==> src/hw/rtl/glc_pkg.sv <==
// ----------------------------------------------------------------------------
// glc_pkg
// Shared types, character codes and sizes for the gemtext line classifier.
// ----------------------------------------------------------------------------
package glc_pkg;

  localparam int POS_BITS_DEFAULT = 24;
  localparam int FIELD_W          = 24;
  localparam int HEAD_W           = 24;
  localparam int QUEUE_DEPTH      = 2;

  localparam logic [7:0] CH_LF    = 8'h0a;
  localparam logic [7:0] CH_CR    = 8'h0d;
  localparam logic [7:0] CH_TICK  = 8'h60;
  localparam logic [7:0] CH_HASH  = 8'h23;
  localparam logic [7:0] CH_EQ    = 8'h3d;
  localparam logic [7:0] CH_GT    = 8'h3e;
  localparam logic [7:0] CH_STAR  = 8'h2a;
  localparam logic [7:0] CH_SPACE = 8'h20;
  localparam logic [7:0] CH_TAB   = 8'h09;

  typedef enum logic [2:0] {
    PH_EMPTY = 3'd0,
    PH_EQ    = 3'd1,
    PH_SKIP  = 3'd2,
    PH_BODY  = 3'd3,
    PH_LSKIP = 3'd4,
    PH_URL   = 3'd5,
    PH_DSKIP = 3'd6,
    PH_DESC  = 3'd7
  } scan_phase_t;

  typedef enum logic [2:0] {
    KIND_TEXT    = 3'd0,
    KIND_LINK    = 3'd1,
    KIND_HEADING = 3'd2,
    KIND_LIST    = 3'd3,
    KIND_QUOTE   = 3'd4,
    KIND_PRE     = 3'd5
  } line_kind_t;

  // line start, length, url start, url end, content start, head bytes,
  // scan phase, overflow and last flags
  function automatic int rec_width(input int pos_bits);
    return 5 * pos_bits + HEAD_W + $bits(scan_phase_t) + 2;
  endfunction

endpackage

==> src/hw/rtl/glc_front.sv <==
// ----------------------------------------------------------------------------
// glc_front
// Byte scanner: tracks the current line, strips a trailing CR and hands a
// line record to the queue at every line end.
// ----------------------------------------------------------------------------
module glc_front import glc_pkg::*; #(
  parameter int POS_BITS = POS_BITS_DEFAULT,
  parameter int REC_W    = rec_width(POS_BITS)
) (
  input  logic             clk,
  input  logic             rst,
  input  logic             in_valid,
  output logic             in_ready,
  input  logic [7:0]       byte_value,
  input  logic             last_byte,
  output logic             rec_valid,
  input  logic             rec_ready,
  output logic [REC_W-1:0] rec_data
);

  typedef logic [POS_BITS-1:0] pos_t;

  typedef struct packed {
    pos_t              len;
    logic [HEAD_W-1:0] head;
    scan_phase_t       phase;
    pos_t              url_start;
    pos_t              url_end;
    pos_t              content_start;
  } line_t;

  typedef struct packed {
    pos_t              line_start;
    pos_t              len;
    logic [HEAD_W-1:0] head;
    scan_phase_t       phase;
    pos_t              url_start;
    pos_t              url_end;
    pos_t              content_start;
    logic              ovf;
    logic              last;
  } rec_t;

  localparam pos_t ONE   = pos_t'(1);
  localparam pos_t TWO   = pos_t'(2);
  localparam pos_t THREE = pos_t'(3);

  pos_t  byte_position, byte_position_next;
  pos_t  line_start, line_start_next;
  logic  overflow_seen, overflow_seen_next;
  logic  held_return, held_return_next;
  line_t line, line_next, line_taken;
  rec_t  rec;
  logic  accept, line_end;

  function automatic logic is_blank(input logic [7:0] c);
    return (c == CH_SPACE) || (c == CH_TAB);
  endfunction

  function automatic line_t take(input line_t s, input pos_t ls, input logic [7:0] c);
    line_t r;
    pos_t  idx;
    pos_t  pos;
    logic  [7:0] h0;
    logic  [7:0] h1;
    r   = s;
    idx = s.len;
    pos = ls + idx;
    if (idx < THREE) begin
      r.head[{idx[1:0], 3'b000} +: 8] = c;
    end
    h0 = r.head[7:0];
    h1 = r.head[15:8];
    unique case (s.phase)
      PH_EMPTY: begin
        priority if (c == CH_HASH || c == CH_GT || c == CH_STAR) r.phase = PH_SKIP;
        else if (c == CH_EQ) r.phase = PH_EQ;
        else r.phase = PH_BODY;
      end
      PH_EQ: r.phase = (c == CH_GT) ? PH_LSKIP : PH_BODY;
      PH_SKIP: begin
        priority if (c == CH_HASH && idx >= ONE && idx < THREE && h0 == CH_HASH &&
                     (idx < TWO || h1 == CH_HASH)) begin
          r.phase = PH_SKIP;
        end else if (!is_blank(c)) begin
          r.content_start = pos;
          r.phase         = PH_BODY;
        end else begin
          r.phase = PH_SKIP;
        end
      end
      PH_LSKIP: begin
        if (!is_blank(c)) begin
          r.url_start = pos;
          r.url_end   = pos + ONE;
          r.phase     = PH_URL;
        end
      end
      PH_URL: begin
        if (is_blank(c)) r.phase = PH_DSKIP;
        else r.url_end = pos + ONE;
      end
      PH_DSKIP: begin
        if (!is_blank(c)) begin
          r.content_start = pos;
          r.phase         = PH_DESC;
        end
      end
      PH_BODY, PH_DESC: r.phase = s.phase;
      default: r.phase = s.phase;
    endcase
    r.len = idx + ONE;
    return r;
  endfunction

  assign in_ready  = rec_ready || !line_end;
  assign accept    = in_valid && in_ready;
  assign line_end  = (byte_value == CH_LF) || last_byte;
  assign rec_valid = in_valid && line_end;

  always_comb begin
    byte_position_next = byte_position + ONE;
    overflow_seen_next = overflow_seen || (byte_position_next == '0);
    line_taken         = line;
    held_return_next   = held_return;
    priority if (byte_value == CH_LF) begin
      held_return_next = 1'b0;
    end else if (byte_value == CH_CR) begin
      if (held_return) line_taken = take(line, line_start, CH_CR);
      held_return_next = 1'b1;
    end else begin
      if (held_return) line_taken = take(line, line_start, CH_CR);
      line_taken       = take(line_taken, line_start, byte_value);
      held_return_next = 1'b0;
    end

    rec.line_start    = line_start;
    rec.len           = line_taken.len;
    rec.head          = line_taken.head;
    rec.phase         = line_taken.phase;
    rec.url_start     = line_taken.url_start;
    rec.url_end       = line_taken.url_end;
    rec.content_start = line_taken.content_start;
    rec.ovf           = overflow_seen_next;
    rec.last          = last_byte;

    line_next       = line_taken;
    line_start_next = line_start;
    if (line_end) begin
      line_next        = '0;
      line_next.phase  = PH_EMPTY;
      held_return_next = 1'b0;
      line_start_next  = byte_position_next;
    end
    if (last_byte) begin
      byte_position_next = '0;
      line_start_next    = '0;
      overflow_seen_next = 1'b0;
    end
  end

  assign rec_data = rec;

  always_ff @(posedge clk) begin
    if (rst) begin
      byte_position <= '0;
      line_start    <= '0;
      overflow_seen <= 1'b0;
      held_return   <= 1'b0;
      line          <= '0;
    end else if (accept) begin
      byte_position <= byte_position_next;
      line_start    <= line_start_next;
      overflow_seen <= overflow_seen_next;
      held_return   <= held_return_next;
      line          <= line_next;
    end
  end

endmodule

==> src/hw/rtl/glc_queue.sv <==
// ----------------------------------------------------------------------------
// glc_queue
// Short first-in first-out queue of line records between scanner and
// classifier.
// ----------------------------------------------------------------------------
module glc_queue import glc_pkg::*; #(
  parameter int WIDTH = rec_width(POS_BITS_DEFAULT),
  parameter int DEPTH = QUEUE_DEPTH
) (
  input  logic             clk,
  input  logic             rst,
  input  logic             push_valid,
  output logic             push_ready,
  input  logic [WIDTH-1:0] push_data,
  output logic             pop_valid,
  input  logic             pop_ready,
  output logic [WIDTH-1:0] pop_data
);

  localparam int PTR_W = (DEPTH > 1) ? $clog2(DEPTH) : 1;
  localparam int CNT_W = $clog2(DEPTH + 1);
  localparam logic [PTR_W-1:0] LAST_PTR = PTR_W'(DEPTH - 1);
  localparam logic [CNT_W-1:0] FULL_CNT = CNT_W'(DEPTH);

  logic [WIDTH-1:0] slots [DEPTH];
  logic [PTR_W-1:0] wr_ptr;
  logic [PTR_W-1:0] rd_ptr;
  logic [CNT_W-1:0] count;
  logic             push;
  logic             pop;

  assign push_ready = (count != FULL_CNT);
  assign pop_valid  = (count != '0);
  assign pop_data   = slots[rd_ptr];
  assign push       = push_valid && push_ready;
  assign pop        = pop_valid && pop_ready;

  always_ff @(posedge clk) begin
    if (push) slots[wr_ptr] <= push_data;
  end

  always_ff @(posedge clk) begin
    if (rst) begin
      wr_ptr <= '0;
      rd_ptr <= '0;
      count  <= '0;
    end else begin
      if (push) wr_ptr <= (wr_ptr == LAST_PTR) ? '0 : wr_ptr + 1'b1;
      if (pop)  rd_ptr <= (rd_ptr == LAST_PTR) ? '0 : rd_ptr + 1'b1;
      unique case ({push, pop})
        2'b10:   count <= count + 1'b1;
        2'b01:   count <= count - 1'b1;
        2'b00,
        2'b11:   count <= count;
        default: count <= count;
      endcase
    end
  end

endmodule

==> src/hw/rtl/glc_back.sv <==
// ----------------------------------------------------------------------------
// glc_back
// Line classifier: turns a line record into a descriptor, tracks
// preformatted mode and the line count, and holds the result register.
// ----------------------------------------------------------------------------
module glc_back import glc_pkg::*; #(
  parameter int POS_BITS = POS_BITS_DEFAULT,
  parameter int REC_W    = rec_width(POS_BITS)
) (
  input  logic               clk,
  input  logic               rst,
  input  logic               rec_valid,
  output logic               rec_ready,
  input  logic [REC_W-1:0]   rec_data,
  output logic               out_valid,
  input  logic               out_ready,
  output logic [2:0]         kind,
  output logic [1:0]         heading_level,
  output logic [FIELD_W-1:0] text_offset,
  output logic [FIELD_W-1:0] text_length,
  output logic [FIELD_W-1:0] url_offset,
  output logic [FIELD_W-1:0] url_length,
  output logic [FIELD_W-1:0] line_number,
  output logic               overflow
);

  typedef logic [POS_BITS-1:0] pos_t;

  typedef struct packed {
    pos_t              line_start;
    pos_t              len;
    logic [HEAD_W-1:0] head;
    scan_phase_t       phase;
    pos_t              url_start;
    pos_t              url_end;
    pos_t              content_start;
    logic              ovf;
    logic              last;
  } rec_t;

  localparam pos_t TWO   = pos_t'(2);
  localparam pos_t THREE = pos_t'(3);

  rec_t         rec;
  pos_t         line_end;
  logic [7:0]   b0, b1, b2;
  logic         fence;
  logic         pop;
  logic         pre_mode;
  logic [FIELD_W-1:0] lines_emitted;
  line_kind_t   d_kind;
  logic [1:0]   d_level;
  pos_t         d_toff, d_tlen, d_uoff, d_ulen;

  assign rec       = rec_t'(rec_data);
  assign line_end  = rec.line_start + rec.len;
  assign b0        = rec.head[7:0];
  assign b1        = rec.head[15:8];
  assign b2        = rec.head[23:16];
  assign fence     = (rec.len >= THREE) && (b0 == CH_TICK) && (b1 == CH_TICK) &&
                     (b2 == CH_TICK);
  assign rec_ready = !out_valid || out_ready;
  assign pop       = rec_valid && rec_ready;

  always_comb begin
    d_kind  = KIND_TEXT;
    d_level = 2'd0;
    d_toff  = rec.line_start;
    d_tlen  = rec.len;
    d_uoff  = '0;
    d_ulen  = '0;
    priority if (pre_mode) begin
      d_kind = KIND_PRE;
    end else if (rec.len >= TWO && b0 == CH_EQ && b1 == CH_GT) begin
      if (rec.phase >= PH_URL) begin
        d_kind = KIND_LINK;
        d_uoff = rec.url_start;
        d_ulen = rec.url_end - rec.url_start;
        if (rec.phase == PH_DESC) begin
          d_toff = rec.content_start;
          d_tlen = line_end - rec.content_start;
        end else begin
          d_toff = '0;
          d_tlen = '0;
        end
      end
    end else if (b0 == CH_HASH || b0 == CH_GT ||
                 (rec.len >= TWO && b0 == CH_STAR && b1 == CH_SPACE)) begin
      priority if (b0 == CH_HASH) begin
        d_kind = KIND_HEADING;
        priority if (rec.len >= THREE && b1 == CH_HASH && b2 == CH_HASH) d_level = 2'd3;
        else if (rec.len >= TWO && b1 == CH_HASH) d_level = 2'd2;
        else d_level = 2'd1;
      end else if (b0 == CH_GT) begin
        d_kind = KIND_QUOTE;
      end else begin
        d_kind = KIND_LIST;
      end
      if (rec.phase == PH_BODY) begin
        d_toff = rec.content_start;
        d_tlen = line_end - rec.content_start;
      end else begin
        d_toff = line_end;
        d_tlen = '0;
      end
    end else begin
      d_kind = KIND_TEXT;
    end
  end

  always_ff @(posedge clk) begin
    if (rst) begin
      out_valid     <= 1'b0;
      pre_mode      <= 1'b0;
      lines_emitted <= '0;
    end else begin
      if (pop) begin
        out_valid <= !fence;
        if (rec.last) begin
          pre_mode      <= 1'b0;
          lines_emitted <= '0;
        end else if (fence) begin
          pre_mode <= !pre_mode;
        end else begin
          lines_emitted <= lines_emitted + 1'b1;
        end
      end else if (out_ready) begin
        out_valid <= 1'b0;
      end
    end
  end

  always_ff @(posedge clk) begin
    if (pop && !fence) begin
      kind          <= d_kind;
      heading_level <= d_level;
      text_offset   <= FIELD_W'(d_toff);
      text_length   <= FIELD_W'(d_tlen);
      url_offset    <= FIELD_W'(d_uoff);
      url_length    <= FIELD_W'(d_ulen);
      line_number   <= lines_emitted;
      overflow      <= rec.ovf;
    end
  end

endmodule

==> src/hw/rtl/gemtext_line_classifier.sv <==
// ----------------------------------------------------------------------------
// gemtext_line_classifier
// Splits a byte stream into lines and emits one descriptor per line; fence lines emit none.
//
//   channel  direction  handshake            payload
//   in       sink       in_valid/in_ready    byte_value, last_byte
//   out      source     out_valid/out_ready  kind .. overflow
//
// One byte per cycle while in_ready is high; a descriptor passes through the line
// queue and then the result register after its line ends.
// The scanner stalls only when the line queue is full at a line end.
// Reset clears line state, counters, preformatted mode and the queue.
// The result register holds a descriptor while out_ready is low.
// ----------------------------------------------------------------------------
module gemtext_line_classifier import glc_pkg::*; #(
  parameter int POS_BITS = POS_BITS_DEFAULT,
  parameter int QDEPTH   = QUEUE_DEPTH
) (
  input  logic               clk,
  input  logic               rst,
  input  logic               in_valid,
  output logic               in_ready,
  input  logic [7:0]         byte_value,
  input  logic               last_byte,
  output logic               out_valid,
  input  logic               out_ready,
  output logic [2:0]         kind,
  output logic [1:0]         heading_level,
  output logic [FIELD_W-1:0] text_offset,
  output logic [FIELD_W-1:0] text_length,
  output logic [FIELD_W-1:0] url_offset,
  output logic [FIELD_W-1:0] url_length,
  output logic [FIELD_W-1:0] line_number,
  output logic               overflow
);

  localparam int REC_W = rec_width(POS_BITS);

  logic             f_valid, f_ready;
  logic [REC_W-1:0] f_data;
  logic             b_valid, b_ready;
  logic [REC_W-1:0] b_data;

  glc_front #(
    .POS_BITS (POS_BITS),
    .REC_W    (REC_W)
  ) u_front (
    .clk        (clk),
    .rst        (rst),
    .in_valid   (in_valid),
    .in_ready   (in_ready),
    .byte_value (byte_value),
    .last_byte  (last_byte),
    .rec_valid  (f_valid),
    .rec_ready  (f_ready),
    .rec_data   (f_data)
  );

  glc_queue #(
    .WIDTH (REC_W),
    .DEPTH (QDEPTH)
  ) u_queue (
    .clk        (clk),
    .rst        (rst),
    .push_valid (f_valid),
    .push_ready (f_ready),
    .push_data  (f_data),
    .pop_valid  (b_valid),
    .pop_ready  (b_ready),
    .pop_data   (b_data)
  );

  glc_back #(
    .POS_BITS (POS_BITS),
    .REC_W    (REC_W)
  ) u_back (
    .clk           (clk),
    .rst           (rst),
    .rec_valid     (b_valid),
    .rec_ready     (b_ready),
    .rec_data      (b_data),
    .out_valid     (out_valid),
    .out_ready     (out_ready),
    .kind          (kind),
    .heading_level (heading_level),
    .text_offset   (text_offset),
    .text_length   (text_length),
    .url_offset    (url_offset),
    .url_length    (url_length),
    .line_number   (line_number),
    .overflow      (overflow)
  );

endmodule

==> config.mk <==
export PLATFORM = sky130hd
export DESIGN_NAME = gemtext_line_classifier
export DESIGN_NICKNAME = d
export VERILOG_FILES = /design/src/hw/rtl/glc_pkg.sv /design/src/hw/rtl/glc_front.sv /design/src/hw/rtl/glc_queue.sv /design/src/hw/rtl/glc_back.sv /design/src/hw/rtl/gemtext_line_classifier.sv
export SDC_FILE = /design/constraint.sdc
export NUM_CORES = 2
export LEC_CHECK = 0
export ABC_AREA = 1
export BUFFER_PORTS_ARGS = -buffer_cell sky130_fd_sc_hd__buf_4
export CAP_MARGIN = 25
export CORE_MARGIN = 1.5
export CORE_UTILIZATION = 55
export DETAILED_ROUTE_END_ITERATION = 10
export GPL_TIMING_DRIVEN = 0
export PLACE_DENSITY_LB_ADDON = 0.2
export SLEW_MARGIN = 20
export SYNTH_ARGS = -nofsm -noshare
export SYNTH_HDL_FRONTEND = slang
export SYNTH_SLANG_ARGS = --single-unit
==> constraint.sdc <==
create_clock -name clk -period 18.95 [get_ports clk]
set_clock_uncertainty 0.2 [all_clocks]
set_input_delay 1.895 -clock clk [delete_from_list [all_inputs] [get_ports clk]]
set_output_delay 1.895 -clock clk [all_outputs]
set_load 0.005 [all_outputs]
* After elaboration in Yosys (flattened, before gate mapping)
Memory sizes are Yosys's and may differ from the RTL's. A register that Yosys moved wholly into a read port is not among the register bits.
Cells that the tools add are included.
** Storage, ports and cells
- Flip-flop bits (word level) :: 329
- RAM bits :: 298
- Input port bits :: 13
- Output and inout bits :: 128
- Logic and storage cells :: 218
- Memories :: 1
** Operators by class
- Add/subtract/negate cells :: 17
- $lt $le $gt $ge :: 7
- Equal/unequal tests :: 40
- Shifts and indexed selects :: 4
- Multiplexer cells :: 70
- Bitwise logic cells :: 4
- Reductions and logical operators :: 51
** Memories
- u_queue.slots :: words 2, bits a word 149, rd ports 1, clocked after memory_dff 1, write ports 1, line glc_queue.sv:25 : logic [WIDTH-1:0] slots [DEPTH];
** Operators by type and width (number)
- $mux 123 :: 6
- $mux 24 :: 28
- $add 24x1->24 const B :: 6
- $eq 8x6->1 const B :: 15
- $pmux 24 s2 :: 2
- $add 24x24->24 :: 3
- $lt 24x2->1 const B :: 3
- $mux 51 :: 1
- $bwmux 24 :: 2
- $ge 24x2->1 const B :: 2
- $shift 8x7->24 const A :: 2
- $sub 24x24->24 :: 2
- $eq 3x3->1 const B :: 8
- $eq 8x4->1 const B :: 3
- $eq 8x7->1 const B :: 3
- $ge 24x1->1 const B :: 1
- $logic_not 24->1 :: 1
- $mux 3 :: 8
- $shiftx 8x7->24 :: 1
- $shiftx 8x7->24 const A :: 1
- $pmux 3 s7 :: 1
- $logic_and 1x1->1 :: 19
- $mux 1 :: 17
- $neg 5->7 :: 2
- 22 further kinds :: 56

* Depth between registers and ports, before layout
- Depth in word-level cells :: 21
- Gate-level depth with buffers :: 34
- Gate-level depth less buffers :: 29

* Hierarchy
A second synthesis with hierarchy kept.
** Second synthesis, totals
- Cell total of the unflattened synthesis :: 5002
- Area, all modules :: 40174.8 µm²
** By module, submodules not included
- glc_front :: instances 1, cells each 2913, area each 16649.7 µm², sequential area each 3463.3 µm²
- glc_back :: instances 1, cells each 1587, area each 12105.4 µm², sequential area each 4304.1 µm²
- glc_queue :: instances 1, cells each 502, area each 11419.7 µm², sequential area each 9048.7 µm²

* Worst setup path before layout
No wires, ideal clock.
- Kind :: input-to-reg
- Start :: in byte_value[4]
- End :: mem u_queue.slots[1][0] (netlist name) (enable)
- Library setup time :: 0.662 ns
- Data arrival time :: 9.804 ns
- Required time :: 18.088 ns
- Path slack :: 8.284 ns
- Cell stages on the path :: 12
- Buffers on the path :: 0
- Cells stage by stage :: inv_1 > nand3_1 > inv_1 > nand2_1 > clkinv_1 > nor2_1 > inv_1 > nand3_1 > nand2_1 > nor2_1 > clkinv_1 > nor2_1
** Between the ends
- Cells in the longest elaborated chain, start to end :: 6
** RTL lines
- from (decl) :: line gemtext_line_classifier.sv:23 : input logic [7:0] byte_value,
- $eq 8x4->1 :: line glc_front.sv:118 : assign line_end = (byte_value == CH_LF) || last_byte;
- $logic_or 1x1->1 :: line glc_front.sv:118
- $logic_and 1x1->1 :: line glc_front.sv:119 : assign rec_valid = in_valid && line_end;
- $logic_and 1x1->1 :: line glc_queue.sv:35 : assign push = push_valid && push_ready;
- $mux 1 :: line glc_queue.sv:39 : if (push) slots[wr_ptr] <= push_data;
- $mux 1 (implied by the code) :: line glc_queue.sv:39
- to (decl) :: line glc_queue.sv:25
Every way passes these cells.

==> reports/qor.csv <==
metric,value,unit
grt_antenna_before_repair,6,
layout.nets,5024,
critical-path-slowest-cell,clkbuf_1,
cts_max_path_buffers,3,
layout-drive-gt1-share,0.0857,
path_class,flip-flop to flip-flop,
die_x,262,um
status,"finished, final reports clean",
post_cts_buffers,0,
slew_violations,0,
dieArea,68800,um2
place_inst,5661,
grt_overflow,0,
post-place-ws,10370,ps
tightest_slew,1240,ps
path_buf_inv,9,
path_clk_slew,60,ps
setup_ws,10230,ps
whs,255,ps
path_max_fanout,10,
syn-num-nets,4797,
end_kind,flip-flop,
cts_root_buf,clkbuf_16,
hold_class,flip-flop to flip-flop,
ys.flop_type,edfxtp_1,
drc_errors,0,
synth-seq-area-share,0.455,
synth_edf_count,424,
grt_util_all_layers,0.361,
worstPathArrival,8880,ps
cts_made_buffers,67,
finalSetupViolations,0,
wl_per_cell,22.1,um
finalCritPeriodShare,0.460,
vias,34400,
h-tree-depth,3,
fillers,5790,
cp-start-kind,flip-flop,
critPathMaxStageDelay,690,ps
rsz0062_at_grt,no,
hpwl,99.7,mm
synth_area_per_cell,7.97,um2
synth_cells,4643,
clock.fmax,0.115,GHz
slew_headroom,0.173,
rows,94,
drt_pre_antenna_iters,7,
peakVddDrop,0.103,mV
cts_tree,done,
critical_path.top_delay_family,buffers and inverters,
cts.sinks,628,
io-pin-count,141,
core,66200,um2
final_cells,5790,
clk_latency,630,ps
leakagePower,16.9,nW
dieHeight,262,um
cts.repair.resized,0,
viasPerCell,5.95,
ant_nets,0,
ys_ff_latch,628,
final.setup.tns,0,ps
multi_input_area,17500,um2
layout_common_cells,"nand2_1 (1142), inv_1 (495), a21oi_1 (444)",
regArea,16800,um2
ys_types,65,
hold_violations,0,
cts_hold_buf,0,
routed_wl,128,mm
ys_warn_count,0,
grt_max_degree,72,
io_buffers,139,
period_needed,8720,ps
worstPathRequired,19110,ps
area_growth,13.0,%
drv_cap,0,
initial_core_util,0.559,
syn_area,37000,um2
grt_first_pass_wirelength,189,mm
finalWeightedCongestion,1.06,
powerDensity,135,nW/um2
grt_pass1_vias,31500,
drt_iter0_drc,4806,
final_common_cell,nand2_1,
async_reset_ff_frac,0,
## layer usage
metal,part of all wire,GRT usage,up-vias
met4,0.042,0.153,0
li1,-,-,16200
met3,0.12,0.0951,289
met1,0.41,0.491,16100
met2,0.43,0.545,1836
met5,0,0,-
## path summary, 6_finish.rpt
check | to | startpoint | slack (ps) | cells after the start
worst max-delay path | u_back.text_length[23]$_DFFE_PP_ | flip-flop | 10230 | 31
worst max register to register | u_back.text_length[23]$_DFFE_PP_ | flip-flop | 10230 | 31
worst min register to register | u_back.line_number[17]$_DFFE_PP_ | u_back.lines_emitted[17]$_SDFFE_PP0P_ | 260 | 0
worst min-delay path | u_back.line_number[17]$_DFFE_PP_ | u_back.lines_emitted[17]$_SDFFE_PP0P_ | 260 | 0
## sequential cells by signal, indices dropped and copies added (netlist names), 2 cells and up, named ones only
register,count
u_front.byte_position,24
u_queue.count,2
u_back.lines_emitted,24
u_queue.slots,298
u_back.kind,3
u_back.line_number,24
u_back.url_offset,24
u_back.url_length,24
u_front.line_start,24
u_front.line,123
u_back.text_offset,24
u_back.text_length,24
u_back.heading_level,2
## synth_stat cells, types with 7 or more instances
master / instances / share of area
clkbuf_1: 135 / 0.014
nand2_1: 1142 / 0.12
o211ai_1: 25 / 0.0051
inv_2: 16 / 0.0016
or2_2: 72 / 0.012
o31ai_1: 15 / 0.0030
o21ai_0: 341 / 0.046
clkinv_1: 7 / 0.00071
mux2i_1: 52 / 0.014
ha_1: 136 / 0.046
nand2_2: 12 / 0.0020
o221ai_1: 43 / 0.010
nor4_1: 20 / 0.0034
nor2_1: 366 / 0.037
o21ai_1: 19 / 0.0026
edfxtp_1: 424 / 0.34
buf_1: 12 / 0.0012
a21o_1: 9 / 0.0018
dfxtp_1: 204 / 0.11
o22ai_1: 36 / 0.0061
nor3_1: 62 / 0.0084
xor2_1: 95 / 0.022
a21boi_0: 13 / 0.0026
a21oi_1: 444 / 0.060
nand3_1: 192 / 0.026
nand4_1: 81 / 0.014
a31oi_1: 14 / 0.0024
o21bai_1: 10 / 0.0020
inv_1: 496 / 0.050
xnor2_1: 30 / 0.0071
buf_2: 16 / 0.0022
a221oi_1: 8 / 0.0019
## final cells by class
type	count	area share
Antenna cell	1	0.0000599
Timing Repair Buffer	158	0.0347
Clock inverter	34	0.00811
Tap cell	864	0.0259
Buffer	171	0.0168
Inverter	519	0.0467
Sequential cell	628	0.402
Clock buffer	90	0.0457
Multi-Input combinational cell	3325	0.420
## worst register-to-register path: cells and delay by family (launching register included)
family,cells,cell delay (ps)
AOI/OAI and AO/OA,12,2630
adders and majority gates,3,940
DFF,1,390
buffers and inverters,9,2850
and+or+nand+nor,5,930
xor gates and xnor gates,2,500
## kinds of logic (layout without fill, tap and decap cells)
group,count (synthesis),in the layout,share of synthesized area
simple gates,1997,1997,0.230
compound gates,1010,1010,0.151
buf+inv,690,972,0.0717
flops,628,628,0.455
fa+ha+maj,141,141,0.0487
xor+xnor,125,125,0.0296
mux,52,52,0.0141
other cells,0,1,0
## where the power goes
part / internal (W) / switching, W
clock: 0.000774 / 0.000574
sequential: 0.00172 / 0.0000814
combinational: 0.000878 / 0.00161
total: 0.00337 / 0.00226
## stage by stage
stage	total power [W]	util	cell area, um2
after floorplan	0.00345	-	37000
after global placement	0.00422	0.591	39100
after detailed placement	0.00426	0.597	39500
after CTS	0.00560	0.631	41800
after global routing	0.00596	0.631	41800
final	0.00563	0.631	41800
No activity file was read; power rests on OpenSTA's default activity.
